--- config.mk ---
export PLATFORM = sky130hd
export DESIGN_NAME = dmd_front
export DESIGN_NICKNAME = d
export VERILOG_FILES = /design/src/rtl/dmd_pkg.sv /design/src/rtl/dmd_front.sv
export SDC_FILE = /design/constraint.sdc
export NUM_CORES = 2
export LEC_CHECK = 0
export ABC_AREA = 1
export BUFFER_PORTS_ARGS = -buffer_cell sky130_fd_sc_hd__buf_2
export CAP_MARGIN = 0
export CORE_MARGIN = 8
export CORE_UTILIZATION = 55
export CTS_CLUSTER_SIZE = 8
export DETAILED_ROUTE_END_ITERATION = 10
export PLACE_DENSITY = 0.72
export SLEW_MARGIN = 20
export SYNTH_ARGS = -nofsm -noshare
export SYNTH_HDL_FRONTEND = slang
export SYNTH_SLANG_ARGS = --single-unit
export TNS_END_PERCENT = 50
--- constraint.sdc ---
create_clock -name aclk -period 9.1 [get_ports aclk]
set_input_delay 0.455 -clock aclk [delete_from_list [all_inputs] [get_ports aclk]]
set_output_delay 0.455 -clock aclk [all_outputs]
set_load 0.005 [all_outputs]
--- src/rtl/dmd_pkg.sv ---
// Types, constants and helper functions of the dual mono detector.
`default_nettype none

package dmd_pkg;

    localparam int SAMPLE_BITS = 16;
    localparam int MAG_W       = SAMPLE_BITS + 1;
    localparam int ACC_W       = 48;
    localparam int POS_W       = 40;
    localparam int NB_W        = 16;
    localparam int THR_W       = 17;
    localparam int MIN_W       = 32;
    localparam int WARN_W      = 10;
    localparam int CFG_ADDR_W  = 2;
    localparam int CFG_DATA_W  = 32;
    localparam int QUEUE_DEPTH = 4;
    localparam int SQ_SAT_BIT  = 24;

    localparam logic [WARN_W-1:0] PERMILLE = WARN_W'(1000);

    localparam logic ACT_PAIR  = 1'b0;
    localparam logic ACT_FLUSH = 1'b1;

    localparam logic [1:0] KIND_VERDICT = 2'd0;
    localparam logic [1:0] KIND_REGION  = 2'd1;
    localparam logic [1:0] KIND_TOTALS  = 2'd2;

    localparam logic [CFG_ADDR_W-1:0] CFG_THRESHOLD = 2'd0;
    localparam logic [CFG_ADDR_W-1:0] CFG_MIN_LEN   = 2'd1;
    localparam logic [CFG_ADDR_W-1:0] CFG_WARN      = 2'd2;

    localparam logic [THR_W-1:0]  THR_RESET  = THR_W'(66);
    localparam logic [MIN_W-1:0]  MIN_RESET  = MIN_W'(96000);
    localparam logic [WARN_W-1:0] WARN_RESET = '0;

    typedef struct packed {
        logic                          action;
        logic signed [SAMPLE_BITS-1:0] left_sample;
        logic signed [SAMPLE_BITS-1:0] right_sample;
        logic                          frame_last;
    } dmd_in_t;

    typedef struct packed {
        logic [1:0]       result_kind;
        logic             frame_dual_mono;
        logic [POS_W-1:0] region_begin;
        logic [POS_W-1:0] region_finish;
        logic [POS_W-1:0] dual_mono_total;
        logic [POS_W-1:0] sample_total;
        logic             ratio_exceeded;
        logic             last;
    } dmd_out_t;

    // One finished frame or a flush, handed from front to back.
    typedef struct packed {
        logic             flush;
        logic [ACC_W-1:0] diff;
        logic [ACC_W-1:0] energy;
        logic [NB_W-1:0]  nb;
    } dmd_evt_t;

    typedef struct packed {
        logic [THR_W-1:0]  threshold_q16;
        logic [MIN_W-1:0]  min_region_samples;
        logic [WARN_W-1:0] warn_ratio_tenths;
    } dmd_cfg_t;

    function automatic logic [MAG_W-1:0] abs_val(input logic signed [MAG_W-1:0] v);
        return v[MAG_W-1] ? MAG_W'(-v) : MAG_W'(v);
    endfunction

    function automatic logic [ACC_W-1:0] sat_square(input logic [MAG_W-1:0] mag);
        logic [ACC_W-1:0]      m;
        logic [SQ_SAT_BIT-1:0] h;
        m = ACC_W'(mag);
        h = m[SQ_SAT_BIT-1:0];
        if (m[ACC_W-1:SQ_SAT_BIT] != '0) begin
            return '1;
        end
        return h * h;
    endfunction

    function automatic logic [ACC_W-1:0] add_sat48(input logic [ACC_W-1:0] a,
                                                   input logic [ACC_W-1:0] b);
        logic [ACC_W:0] s;
        s = {1'b0, a} + {1'b0, b};
        return s[ACC_W] ? '1 : s[ACC_W-1:0];
    endfunction

    function automatic logic [POS_W-1:0] add_sat40(input logic [POS_W-1:0] a,
                                                   input logic [POS_W-1:0] b);
        logic [POS_W:0] s;
        s = {1'b0, a} + {1'b0, b};
        return s[POS_W] ? '1 : s[POS_W-1:0];
    endfunction

endpackage

`default_nettype wire

--- src/rtl/dmd_front.sv ---
// Front: accepts sample pairs, squares and accumulates them, closes frames.
`default_nettype none

module dmd_front #(
    parameter int MAX_FRAME_SAMPLES = 4096
) (
    input  wire logic              aclk,
    input  wire logic              aresetn,
    input  wire logic              s_valid,
    output logic                   s_ready,
    input  wire dmd_pkg::dmd_in_t  s_data,
    input  wire logic              q_full,
    output logic                   evt_push,
    output dmd_pkg::dmd_evt_t      evt_data
);
    import dmd_pkg::*;

    localparam int FL_W = $clog2(MAX_FRAME_SAMPLES + 1);

    typedef struct packed {
        logic             flush;
        logic             fend;
        logic [NB_W-1:0]  nb;
        logic [MAG_W-1:0] mag_l;
        logic [MAG_W-1:0] mag_r;
        logic [MAG_W-1:0] mag_d;
    } s1_t;

    typedef struct packed {
        logic             flush;
        logic             fend;
        logic [NB_W-1:0]  nb;
        logic [ACC_W-1:0] sq_l;
        logic [ACC_W-1:0] sq_r;
        logic [ACC_W-1:0] sq_d;
    } s2_t;

    typedef struct packed {
        logic             flush;
        logic             fend;
        logic [NB_W-1:0]  nb;
        logic [ACC_W-1:0] e_pair;
        logic [ACC_W-1:0] sq_d;
    } s3_t;

    logic adv;
    logic accept;

    logic                    s1_valid_reg, s2_valid_reg, s3_valid_reg;
    s1_t                     s1_reg;
    s2_t                     s2_reg;
    s3_t                     s3_reg;
    s1_t                     s1_next;
    logic [FL_W-1:0]         frame_len_reg;
    logic [FL_W-1:0]         nb;
    logic [ACC_W-1:0]        diff_acc_reg, energy_acc_reg;
    logic [ACC_W-1:0]        sum_d, sum_e;
    logic signed [MAG_W-1:0] l_ext, r_ext, d_ext;

    // Whole front holds while the queue is full.
    assign adv     = !q_full;
    assign s_ready = adv;
    assign accept  = s_valid && adv;

    always_comb begin
        l_ext = MAG_W'(s_data.left_sample);
        r_ext = MAG_W'(s_data.right_sample);
        d_ext = l_ext - r_ext;
        nb    = frame_len_reg + FL_W'(1);

        s1_next.flush = s_data.action == ACT_FLUSH;
        s1_next.fend  = s_data.frame_last || (nb == FL_W'(MAX_FRAME_SAMPLES));
        s1_next.nb    = NB_W'(nb);
        s1_next.mag_l = abs_val(l_ext);
        s1_next.mag_r = abs_val(r_ext);
        s1_next.mag_d = abs_val(d_ext);
    end

    always_comb begin
        sum_d = add_sat48(diff_acc_reg, s3_reg.sq_d);
        sum_e = add_sat48(energy_acc_reg, s3_reg.e_pair);

        evt_push        = adv && s3_valid_reg && (s3_reg.flush || s3_reg.fend);
        evt_data.flush  = s3_reg.flush;
        evt_data.diff   = sum_d;
        evt_data.energy = sum_e;
        evt_data.nb     = s3_reg.nb;
    end

    always_ff @(posedge aclk) begin
        if (!aresetn) begin
            s1_valid_reg   <= 1'b0;
            s2_valid_reg   <= 1'b0;
            s3_valid_reg   <= 1'b0;
            frame_len_reg  <= '0;
            diff_acc_reg   <= '0;
            energy_acc_reg <= '0;
        end else if (adv) begin
            s1_valid_reg <= accept;
            s2_valid_reg <= s1_valid_reg;
            s3_valid_reg <= s2_valid_reg;
            if (accept) begin
                // Drop the partial frame on flush; restart the count at frame end.
                if (s1_next.flush || s1_next.fend) begin
                    frame_len_reg <= '0;
                end else begin
                    frame_len_reg <= nb;
                end
            end
            if (s3_valid_reg) begin
                if (s3_reg.flush || s3_reg.fend) begin
                    diff_acc_reg   <= '0;
                    energy_acc_reg <= '0;
                end else begin
                    diff_acc_reg   <= sum_d;
                    energy_acc_reg <= sum_e;
                end
            end
        end
    end

    always_ff @(posedge aclk) begin
        if (adv) begin
            s1_reg <= s1_next;

            s2_reg.flush <= s1_reg.flush;
            s2_reg.fend  <= s1_reg.fend;
            s2_reg.nb    <= s1_reg.nb;
            s2_reg.sq_l  <= sat_square(s1_reg.mag_l);
            s2_reg.sq_r  <= sat_square(s1_reg.mag_r);
            s2_reg.sq_d  <= sat_square(s1_reg.mag_d);

            s3_reg.flush  <= s2_reg.flush;
            s3_reg.fend   <= s2_reg.fend;
            s3_reg.nb     <= s2_reg.nb;
            s3_reg.e_pair <= add_sat48(s2_reg.sq_l, s2_reg.sq_r);
            s3_reg.sq_d   <= s2_reg.sq_d;
        end
    end

endmodule

`default_nettype wire

==> flow_summary.json <==
{
  "viasPerCell": 5.105,
  "clockRootBuffer": "clkbuf_16",
  "largest_register_ffs": 114,
  "setup_viol": 0,
  "fin_crit_ns": 6.241,
  "drtIter0Drc": 3004,
  "cts_hold_buf": 1,
  "finalNetCount": 7516,
  "initial_core_util": 0.5559,
  "diodes": 0,
  "synth-edff-count": 263,
  "drv_cap": 0,
  "tightest_slew_ns": 1.003,
  "yosysTopAreaCell": "fa_1",
  "cp.required_ns": 9.48,
  "layout_common_cells": "nand2_1 (1666), inv_1 (1590), fa_1 (575)",
  "min_path_type": "in -> reg",
  "io_pins": 153,
  "slew_viol_final": 0,
  "max_clock_freq_mhz": 160.2,
  "core_mm2": 0.09015,
  "synth_cell_types": 59,
  "cts_buffer_depth": 3,
  "cts_tree": "built",
  "dp_hpwl_um": 97870,
  "htreeDepth": 2,
  "finClkSkew_ns": 0.02927,
  "cts_resized": 0,
  "insertion_delay_ns": 0.63,
  "fin_crit_sh": 0.6859,
  "clock-sinks": 375,
  "synth.top_cells.by_area": "fa_1 (23%), edfxtp_1 (16%), nand2_1 (12%)",
  "ys_seq_area_frac": 0.2024,
  "synthCells": 6405,
  "drt_first_pass_iters": 6,
  "syn_avg_cell_area_um2": 7.823,
  "gr-total-overflow": 0,
  "ys_warn_count": 0,
  "die-area_mm2": 0.1010,
  "die_y_um": 317.8,
  "postRouteAntennaNets": 0,
  "final_common_cell": "nand2_1",
  "grt_max_degree": 146,
  "syn_area_mm2": 0.05011,
  "slowest_delay_ns": 0.88,
  "status": "finished clean",
  "hold_slack_ns": 0.1002,
  "relSlewSlack": 0.3315,
  "routedWlPerCell_um": 15.48,
  "synth_ff_type": "edfxtp_1",
  "dieWidth_um": 317.8,
  "clkTransAtPathRegs_ns": 0.05,
  "yosysTopAreaCellShare": 0.2297,
  "cts_buffers": 54,
  "drt-total-wl_um": 118700,
  "grt_setup_unrepaired": "false",
  "crit_path_end_kind": "register",
  "antenna_found_initial": 0,
  "final_hold_viol_count": 0,
  "placementRows": 110,
  "place_congestion": 0.9689,
  "cp.arrival_ns": 6.62,
  "cts_setup_buffers": 0,
  "via_count": 39140,
  "track_usage": 0.2339,
  "drive_gt1_frac": 0.06949,
  "area_delta_synth_final_pct": 6.033,
  "io_buffers": 149,
  "crit_type": "reg -> reg",
  "ys_seq_elements": 375,
  "start_kind": "register",
  "slowest_stage": "edfxtp_1",
  "grt_pass1_vias": 39480,
  "worstPathMaxFanout": 17,
  "fin_setup_tns_ns": 0,
  "grt_first_pass_wirelength_um": 197000,
  "worstPathCellList": "nand2_1 > fa_1 > inv_1 > fa_1 > inv_1 > fa_1 > inv_1 > fa_1 > fa_1 > inv_1 > fa_1 > inv_1 > ha_1 > nand2_1 > nor2_1 > nand2_1 > o21ai_0 > a21oi_1 > o21bai_1 > nand2_1 > inv_1 > nor2_1",
  "async_reset_ff_frac": 0,
  "post-route-drc-count": 0
}
## final cells by class
cell class                      instances  area, µm²
Multi-Input combinational cell       4260      33090
Sequential cell                       375      10140
Inverter                             1603       6027
Fill cell                            8105      37020
Clock inverter                          4      38.79
Clock buffer                           89       1524
Timing Repair Buffer                  159      839.6
Tap cell                             1176       1471
## synth_stat cells, drive strengths merged (2+ instances only)
library cell	instances
nor3	40
inv	1602
a21boi	7
o21a	2
o21bai	23
xor2	158
nor2	358
a31oi	10
nand3b	3
edfxtp	263
fa	575
o21ai	97
buf	38
a21o	22
o211ai	6
dfxtp	112
nand3	250
clkbuf	131
and2	6
or2	21
ha	450
nand2	1752
o31ai	4
nand4	47
and3	3
a21oi	318
o221ai	2
nor4	14
xnor2	83
## logic make-up after synthesis
family	Yosys count	synth area share
simple gates	2495	0.2180
buf+inv	1774	0.1378
fa+ha+maj	1025	0.3421
compound gates	494	0.05706
flops	375	0.2024
xor+xnor	241	0.04257
other cells	1	0.00007484
## final timing paths
kind,startpoint,endpoint,slack (ns),cells past startpoint
setup / recovery,s1_reg[38],s2_reg[122],2.86,22
hold / removal,s_data[17],s1_reg[34],0.10,1
setup reg to reg,s1_reg[38],s2_reg[122],2.86,22
hold reg to reg,s2_reg[153],evt_data[9],0.41,0
## worst max-delay path: cells and delay by family (launching register included)
family / cells / cell delay [ns]
adders and majority gates: 7 / 3.34
AOI/OAI and AO/OA: 3 / 0.78
buffers and inverters: 6 / 0.34
and+or+nand+nor: 6 / 0.68
DFF: 1 / 0.88
## stage by stage
step	std cells	worst slack (ns)	util	area, µm²
after floorplan	6409	1.248	-	50120
after global placement	7572	3.075	0.5719	51560
after detailed placement	7572	2.912	0.5719	51560
after CTS	7666	2.912	0.5893	53130
after global routing	7666	2.530	0.5894	53130
final	7666	2.859	0.5894	53130
## layer usage
layer | vias up | track usage | wire length, µm
met2 | 1109 | 0.3831 | 54330
li1 | 19360 | - | -
met3 | 164 | 0.03379 | 7486
met1 | 18500 | 0.3252 | 54160
met5 | - | 0 | 0
met4 | 0 | 0.06158 | 2719
Power is not shown: default switching activity piles up to over one toggle a cycle in this logic, so the estimate is an artifact.
