### config.mk
export PLATFORM = sky130hd
export DESIGN_NAME = dmd_queue
export DESIGN_NICKNAME = d
export VERILOG_FILES = /design/src/rtl/dmd_pkg.sv /design/src/rtl/dmd_queue.sv
export SDC_FILE = /design/constraint.sdc
export NUM_CORES = 1
export LEC_CHECK = 0
export ABC_AREA = 1
export BUFFER_PORTS_ARGS = -buffer_cell sky130_fd_sc_hd__buf_2
export CORE_ASPECT_RATIO = 1.4
export CORE_MARGIN = 1
export CORE_UTILIZATION = 35
export DETAILED_ROUTE_END_ITERATION = 12
export GPL_TIMING_DRIVEN = 1
export PLACE_DENSITY = 0.5
export SKIP_LAST_GASP = 1
export SLEW_MARGIN = 40
export SYNTH_ARGS = -nofsm -noshare
export SYNTH_HDL_FRONTEND = slang
export SYNTH_SLANG_ARGS = --single-unit
### constraint.sdc
create_clock -name aclk -period 6.4 [get_ports aclk]
set_input_delay 0 -clock aclk [delete_from_list [all_inputs] [get_ports aclk]]
set_output_delay 0 -clock aclk [all_outputs]
set_load 0.005 [all_outputs]
### src/rtl/dmd_pkg.sv
// Types, constants and helper functions of the dual mono detector.
`default_nettype none

package dmd_pkg;

    localparam int SAMPLE_BITS = 16;
    localparam int MAG_W       = SAMPLE_BITS + 1;
    localparam int ACC_W       = 48;
    localparam int POS_W       = 40;
    localparam int NB_W        = 16;
    localparam int THR_W       = 17;
    localparam int MIN_W       = 32;
    localparam int WARN_W      = 10;
    localparam int CFG_ADDR_W  = 2;
    localparam int CFG_DATA_W  = 32;
    localparam int QUEUE_DEPTH = 4;
    localparam int SQ_SAT_BIT  = 24;

    localparam logic [WARN_W-1:0] PERMILLE = WARN_W'(1000);

    localparam logic ACT_PAIR  = 1'b0;
    localparam logic ACT_FLUSH = 1'b1;

    localparam logic [1:0] KIND_VERDICT = 2'd0;
    localparam logic [1:0] KIND_REGION  = 2'd1;
    localparam logic [1:0] KIND_TOTALS  = 2'd2;

    localparam logic [CFG_ADDR_W-1:0] CFG_THRESHOLD = 2'd0;
    localparam logic [CFG_ADDR_W-1:0] CFG_MIN_LEN   = 2'd1;
    localparam logic [CFG_ADDR_W-1:0] CFG_WARN      = 2'd2;

    localparam logic [THR_W-1:0]  THR_RESET  = THR_W'(66);
    localparam logic [MIN_W-1:0]  MIN_RESET  = MIN_W'(96000);
    localparam logic [WARN_W-1:0] WARN_RESET = '0;

    typedef struct packed {
        logic                          action;
        logic signed [SAMPLE_BITS-1:0] left_sample;
        logic signed [SAMPLE_BITS-1:0] right_sample;
        logic                          frame_last;
    } dmd_in_t;

    typedef struct packed {
        logic [1:0]       result_kind;
        logic             frame_dual_mono;
        logic [POS_W-1:0] region_begin;
        logic [POS_W-1:0] region_finish;
        logic [POS_W-1:0] dual_mono_total;
        logic [POS_W-1:0] sample_total;
        logic             ratio_exceeded;
        logic             last;
    } dmd_out_t;

    // One finished frame or a flush, handed from front to back.
    typedef struct packed {
        logic             flush;
        logic [ACC_W-1:0] diff;
        logic [ACC_W-1:0] energy;
        logic [NB_W-1:0]  nb;
    } dmd_evt_t;

    typedef struct packed {
        logic [THR_W-1:0]  threshold_q16;
        logic [MIN_W-1:0]  min_region_samples;
        logic [WARN_W-1:0] warn_ratio_tenths;
    } dmd_cfg_t;

    function automatic logic [MAG_W-1:0] abs_val(input logic signed [MAG_W-1:0] v);
        return v[MAG_W-1] ? MAG_W'(-v) : MAG_W'(v);
    endfunction

    function automatic logic [ACC_W-1:0] sat_square(input logic [MAG_W-1:0] mag);
        logic [ACC_W-1:0]      m;
        logic [SQ_SAT_BIT-1:0] h;
        m = ACC_W'(mag);
        h = m[SQ_SAT_BIT-1:0];
        if (m[ACC_W-1:SQ_SAT_BIT] != '0) begin
            return '1;
        end
        return h * h;
    endfunction

    function automatic logic [ACC_W-1:0] add_sat48(input logic [ACC_W-1:0] a,
                                                   input logic [ACC_W-1:0] b);
        logic [ACC_W:0] s;
        s = {1'b0, a} + {1'b0, b};
        return s[ACC_W] ? '1 : s[ACC_W-1:0];
    endfunction

    function automatic logic [POS_W-1:0] add_sat40(input logic [POS_W-1:0] a,
                                                   input logic [POS_W-1:0] b);
        logic [POS_W:0] s;
        s = {1'b0, a} + {1'b0, b};
        return s[POS_W] ? '1 : s[POS_W-1:0];
    endfunction

endpackage

`default_nettype wire

### src/rtl/dmd_queue.sv
// Short event queue between the front and the back.
`default_nettype none

module dmd_queue (
    input  wire logic              aclk,
    input  wire logic              aresetn,
    input  wire logic              push,
    input  wire dmd_pkg::dmd_evt_t push_data,
    output logic                   full,
    input  wire logic              pop,
    output dmd_pkg::dmd_evt_t      pop_data,
    output logic                   not_empty
);
    import dmd_pkg::*;

    localparam int PTR_W = $clog2(QUEUE_DEPTH);

    dmd_evt_t         mem_reg [QUEUE_DEPTH];
    logic [PTR_W-1:0] wr_ptr_reg;
    logic [PTR_W-1:0] rd_ptr_reg;
    logic [PTR_W:0]   count_reg;

    assign full      = count_reg == (PTR_W + 1)'(QUEUE_DEPTH);
    assign not_empty = count_reg != '0;
    assign pop_data  = mem_reg[rd_ptr_reg];

    always_ff @(posedge aclk) begin
        if (!aresetn) begin
            wr_ptr_reg <= '0;
            rd_ptr_reg <= '0;
            count_reg  <= '0;
        end else begin
            if (push) begin
                wr_ptr_reg <= wr_ptr_reg + PTR_W'(1);
            end
            if (pop) begin
                rd_ptr_reg <= rd_ptr_reg + PTR_W'(1);
            end
            if (push && !pop) begin
                count_reg <= count_reg + (PTR_W + 1)'(1);
            end else if (pop && !push) begin
                count_reg <= count_reg - (PTR_W + 1)'(1);
            end
        end
    end

    always_ff @(posedge aclk) begin
        if (push) begin
            mem_reg[wr_ptr_reg] <= push_data;
        end
    end

endmodule

`default_nettype wire

==> results of run 1 <==
## stage by stage
stage               hold slack, ns  instance area, µm²  setup slack, ns  utilization [%]  instances
detailed placement           0.216               18800             3.71             39.1       1951
global route                 0.182               21400             3.22             44.4       2149
CTS                          0.164               21300             3.10             44.3       2148
global placement             0.214               18800             3.44             39.0       1950
floorplan                   0.0989               17200             3.17                -       1151
finish                       0.195               21400             3.47             44.4       2150
## kinds of logic after synthesis
logic type	after synthesis	synth area share (%)
flip-flops	461	80.2
adder cells (fa/ha/maj)	6	0.481
AO/OA/AOI/OAI	349	11.0
buffers and inverters	90	2.96
AND/OR/NAND/NOR	245	5.39
## worst register-to-register path, stage by stage, from the launching register on
cell and delay [ns]:
dfxtp_1 0.32, inv_1 0.12, ha_1 0.16, nand2_1 0.10, inv_6 0.47, buf_6 0.64
## final cells by class
cell class                      instances  area (µm²)
Tap cell                              630         788
Timing Repair Buffer                  360        2460
Fill cell                            4330       26800
Multi-Input combinational cell        600        2900
Clock inverter                         24         146
Antenna cell                            1        2.50
Sequential cell                       461       13800
Inverter                               17        93.8
Clock buffer                           57        1210
## power breakdown
group          leakage (nW)  switching (mW)  internal (mW)
registers              4.23          0.0403           3.45
clock network         0.661            1.07           1.38
logic                  2.53           0.368          0.230
total                  7.41            1.48           5.06
## placed cells by master, fill, tap and decap left out, types with 2 or more instances in the layout
cell type,instances
edfxtp_1,452
nor2_1,232
buf_2,231
o21ai_0,202
dlygate4sd3_1,116
o22ai_1,113
clkbuf_16,47
o21ai_1,30
clkinv_1,12
inv_1,11
nand2_1,10
clkbuf_1,10
dfxtp_1,7
clkinv_2,6
buf_6,6
inv_6,5
ha_1,5
buf_4,5
a21oi_1,4
clkinv_4,2
dfxtp_4,2
clkinvlp_4,2
buf_12,2
## final timing paths
check / start / to / slack [ns] / cells after the start
max: flop / pop_data[12] / 3.47 / 6
min: push_data[92] / mem_reg[2][92]$_DFFE_PP_ / 0.19 / 2
max reg2reg: wr_ptr_reg[0]$_SDFFE_PN0P_ / mem_reg[0][22]$_DFFE_PP_ / 4.15 / 5
min reg2reg: rd_ptr_reg[1]$_SDFFE_PN0P_ / flop / 0.45 / 1
## routing by layer
metal	track usage (%)	share of wire [%]	vias to the layer above
li1	-	-	5019
met1	19.7	42	5329
met2	28.1	51	251
met3	2.86	4.6	54
met4	4.99	2.2	4
met5	0	0.065	-
==> flow_metrics.tcl, run 1 <==
set metrics [dict create \
    status "finished, final reports clean" \
    syn_inst 1151 \
    min_period_ns 2.93 \
    syn_avg_cell_area_um2 14.9 \
    overflow 0 \
    syn-num-nets 1274 \
    antenna_found_initial 3 \
    crit_family "buffers and inverters" \
    holdBufCountCts 116 \
    cts_tree "yes" \
    dp_hpwl_um 21700 \
    dr.pass1.iters 4 \
    setup_violations 0 \
    maxCapViolCount 0 \
    layout-drive-gt1-share_pct 20.5 \
    post_cts_resize_count 0 \
    drv_slew 0 \
    antenna_left 0 \
    gp_congestion 0.699 \
    drt-wirelength-per-cell_um 18.7 \
    die_area_mm2 0.0499 \
    max-clock-path-buffers 3 \
    drt_iter0_drc 539 \
    dieWidth_um 189 \
    rsz0062_at_grt "false" \
    root_buffer "clkbuf_16" \
    synthTopCellsByCount "452 x edfxtp_1, 232 x nor2_1, 202 x o21ai_0, 113 x o22ai_1, 37 x clkbuf_1" \
    fin_setup_tns_ns 0 \
    cp_slowest_stage_delay_ns 0.55 \
    cp_max_fo 102 \
    vias 10700 \
    cp.buffers_inverters 4 \
    slew_headroom_pct 48.6 \
    pin_count 232 \
    finalCritPeriodShare_pct 45.7 \
    die_h_um 264 \
    cts_buffers 45 \
    initial_utilization_pct 35.6 \
    ir_worst_vdd_uv 248 \
    ctsHtreeMaxLevel 2 \
    fmax_ghz 0.342 \
    slowest_stage "inv_8" \
    critical_path_required_ns 6.40 \
    syn_area_mm2 0.0172 \
    p_per_area_mw_per_mm2 306 \
    synth-seq-area-share_pct 80.2 \
    fin_skew_ns 0.0243 \
    p_leak_nw 7.41 \
    vias_per_cell 4.96 \
    cts_setup_buffers 0 \
    hold_path.class "in -> reg" \
    core_mm2 0.0481 \
    areaGrowthSynthToFinish_pct 24.5 \
    yosysMostFrequentCell "edfxtp_1" \
    start_kind "flop" \
    arrival_ns 2.93 \
    synth_edf_count 452 \
    cp_cell_sequence "inv_8 -> buf_4 -> buf_12 -> o21ai_0 -> o22ai_1 -> buf_2" \
    synth_cell_types 21 \
    clk_latency_ns 0.56 \
    grt_max_degree 103 \
    clkTransAtPathRegs_ns 0.06 \
    wl_um 40100 \
    synth_flop_cell "edfxtp_1" \
    critical_path_class "reg -> out" \
    synthArstFlopShare_pct 0 \
    finalHoldViolCount 0 \
    grt_first_pass_wirelength_um 61100 \
    ys_ff_latch 461 \
    power.total_mw 6.55 \
    synth_top_area_share_pct 79.1 \
    synth_area_leaders "edfxtp_1 79%, o21ai_0 5.9%, nor2_1 5.1%" \
    tightest_slew_ns 0.772 \
    clock-sinks 461 \
    yosys_warnings 0 \
    endpoint_kind "output pin" \
    portBuffers 231 \
    synth_top_area_cell "edfxtp_1" \
    largest_reg_flops 452 \
    rows 95 \
    grt_usage_pct 15.9 \
    grt_pass1_vias 10700 \
    finish.net_count 1608 \
    post-route-drc-count 0 \
]
No activity file was read; power rests on OpenSTA's default activity.
==> inputs of run 2 (changes only) <==
==> constraint.sdc (replaced) <==
create_clock -name aclk -period 2.9 [get_ports aclk]
set_input_delay 0 -clock aclk [delete_from_list [all_inputs] [get_ports aclk]]
set_output_delay 0 -clock aclk [all_outputs]
set_load 0.005 [all_outputs]
==> run 2 against run 1 <==
Compared with the run above: count of clock-buffer cells in the layout is 7 higher; total power is 120% higher; core utilization is 0.54 points higher; register-to-register slack worse by 3.2 ns; worst setup slack worse by 2.9 ns; non-clock buffer count is 9 higher; sequential share of layout area is 0.77 points lower; wire length is 0.42% higher; combinational power is 130% higher; first-iteration DRC count is 0.19% lower; global-route usage is 0.25 points higher; via count is 0.19% lower; largest cell class unchanged.
==> flow_metrics.tcl, run 2 (synthesized netlist as in run 1, its figures left out) <==
set metrics [dict create \
    rows 95 \
    setup_violations 0 \
    min_from "push_data[93]" \
    portBuffers 231 \
    finish.net_count 1618 \
    dr.pass1.iters 4 \
    critical_path_required_ns 2.90 \
    dp_hpwl_um 22400 \
    r2r-start "wr_ptr_reg[0]$_SDFFE_PN0P_" \
    post_cts_resize_count 0 \
    cp_cell_sequence "buf_12 -> buf_16 -> o21ai_0 -> o22ai_1 -> buf_2" \
    cts_tree "yes" \
    overflow 0 \
    clkTransAtPathRegs_ns 0.06 \
    setup_slack_ns 0.560 \
    clock-sinks 461 \
    pin_count 232 \
    grt_first_pass_wirelength_um 62500 \
    start_kind "flop" \
    crit_family "buffers and inverters" \
    rsz0062_at_grt "false" \
    die_h_um 264 \
    gp_congestion 0.709 \
    seq_area_mm2 0.0138 \
    slowest_stage "buf_16" \
    cp.buffers_inverters 3 \
    drv_slew 0 \
    layout.cells.non_filler 2163 \
    p_per_area_mw_per_mm2 678 \
    layout-drive-gt1-share_pct 20.9 \
    tightest_slew_ns 0.683 \
    maxCapViolCount 0 \
    cts_buffers 46 \
    drt_iter0_drc 538 \
    drt-wirelength-per-cell_um 18.6 \
    cp_max_fo 120 \
    root_buffer "clkbuf_16" \
    grt_pass1_vias 10900 \
    fillers 4331 \
    hold_path.class "in -> reg" \
    wl_um 40300 \
    endpoint_kind "output pin" \
    status "finished, final reports clean" \
    slew_headroom_pct 54.5 \
    layout_common_cells "452 x edfxtp_1, 232 x nor2_1, 231 x buf_2" \
    ir_worst_vdd_uv 457 \
    fin_skew_ns 0.0130 \
    grt_max_degree 121 \
    max-clock-path-buffers 3 \
    areaGrowthSynthToFinish_pct 26.0 \
    fin_setup_tns_ns 0 \
    p_leak_nw 7.52 \
    dieWidth_um 189 \
    antenna_found_initial 4 \
    grt_usage_pct 16.2 \
    cp_slowest_stage_delay_ns 0.42 \
    finalHoldViolCount 0 \
    ctsHtreeMaxLevel 2 \
    finalCritPeriodShare_pct 80.7 \
    holdBufCountCts 117 \
    arrival_ns 2.34 \
    min_period_ns 2.34 \
    initial_utilization_pct 35.6 \
    core_mm2 0.0481 \
    largest_reg_flops 452 \
    post-route-drc-count 0 \
    clk_latency_ns 0.54 \
    mostFrequentLayoutCell "edfxtp_1" \
    critical_path_class "reg -> out" \
    dp.cells 1960 \
    dp_slack_ns 0.916 \
    fmax_ghz 0.427 \
    vias_per_cell 4.92 \
    holdWs_ns 0.198 \
    die_area_mm2 0.0499 \
    multiInputGateArea_mm2 0.00290 \
    vias 10600 \
    antenna_left 0 \
    cts_setup_buffers 0 \
]
==> run 2: metal layers <==
metal,wire [µm],up-vias,track usage (%)
li1,-,5043,-
met1,17100,5257,20.1
met2,20300,254,28.3
met3,1900,77,2.86
met4,982,6,5.47
met5,35,-,0
==> run 2: cell type report <==
type | count | area share (%)
clock buffers | 64 | 6.02
inverters | 17 | 0.399
flip-flops and latches | 461 | 63.6
repair buffers | 369 | 12.3
multi-input cells | 600 | 13.4
diodes | 1 | 0.0116
well taps | 630 | 3.65
clock inverters | 21 | 0.550
==> run 2: stage by stage <==
| step | total power, mW | util, % | cell area [µm²] |
|---|---|---|---|
| after detailed placement | 9.11 | 39.5 | 19000 |
| after global placement | 9.08 | 39.5 | 19000 |
| after floorplan | 8.47 | - | 17200 |
| final | 14.7 | 44.9 | 21600 |
| after global routing | 15.3 | 44.9 | 21600 |
| after CTS | 14.9 | 44.9 | 21600 |
==> run 2: power by group <==
group	switching, mW	total, mW	internal (mW)
clock network	2.39	5.61	3.22
registers	0.0664	7.68	7.62
logic	0.838	1.38	0.543
==> run 2: final timing paths <==
kind / endpoint / slack (ns) / cells after the start
max: pop_data[45] / 0.56 / 5
max reg2reg: mem_reg[0][36]$_DFFE_PP_ / 0.96 / 5
min reg2reg: flop / 0.44 / 1
min: mem_reg[1][93]$_DFFE_PP_ / 0.20 / 2
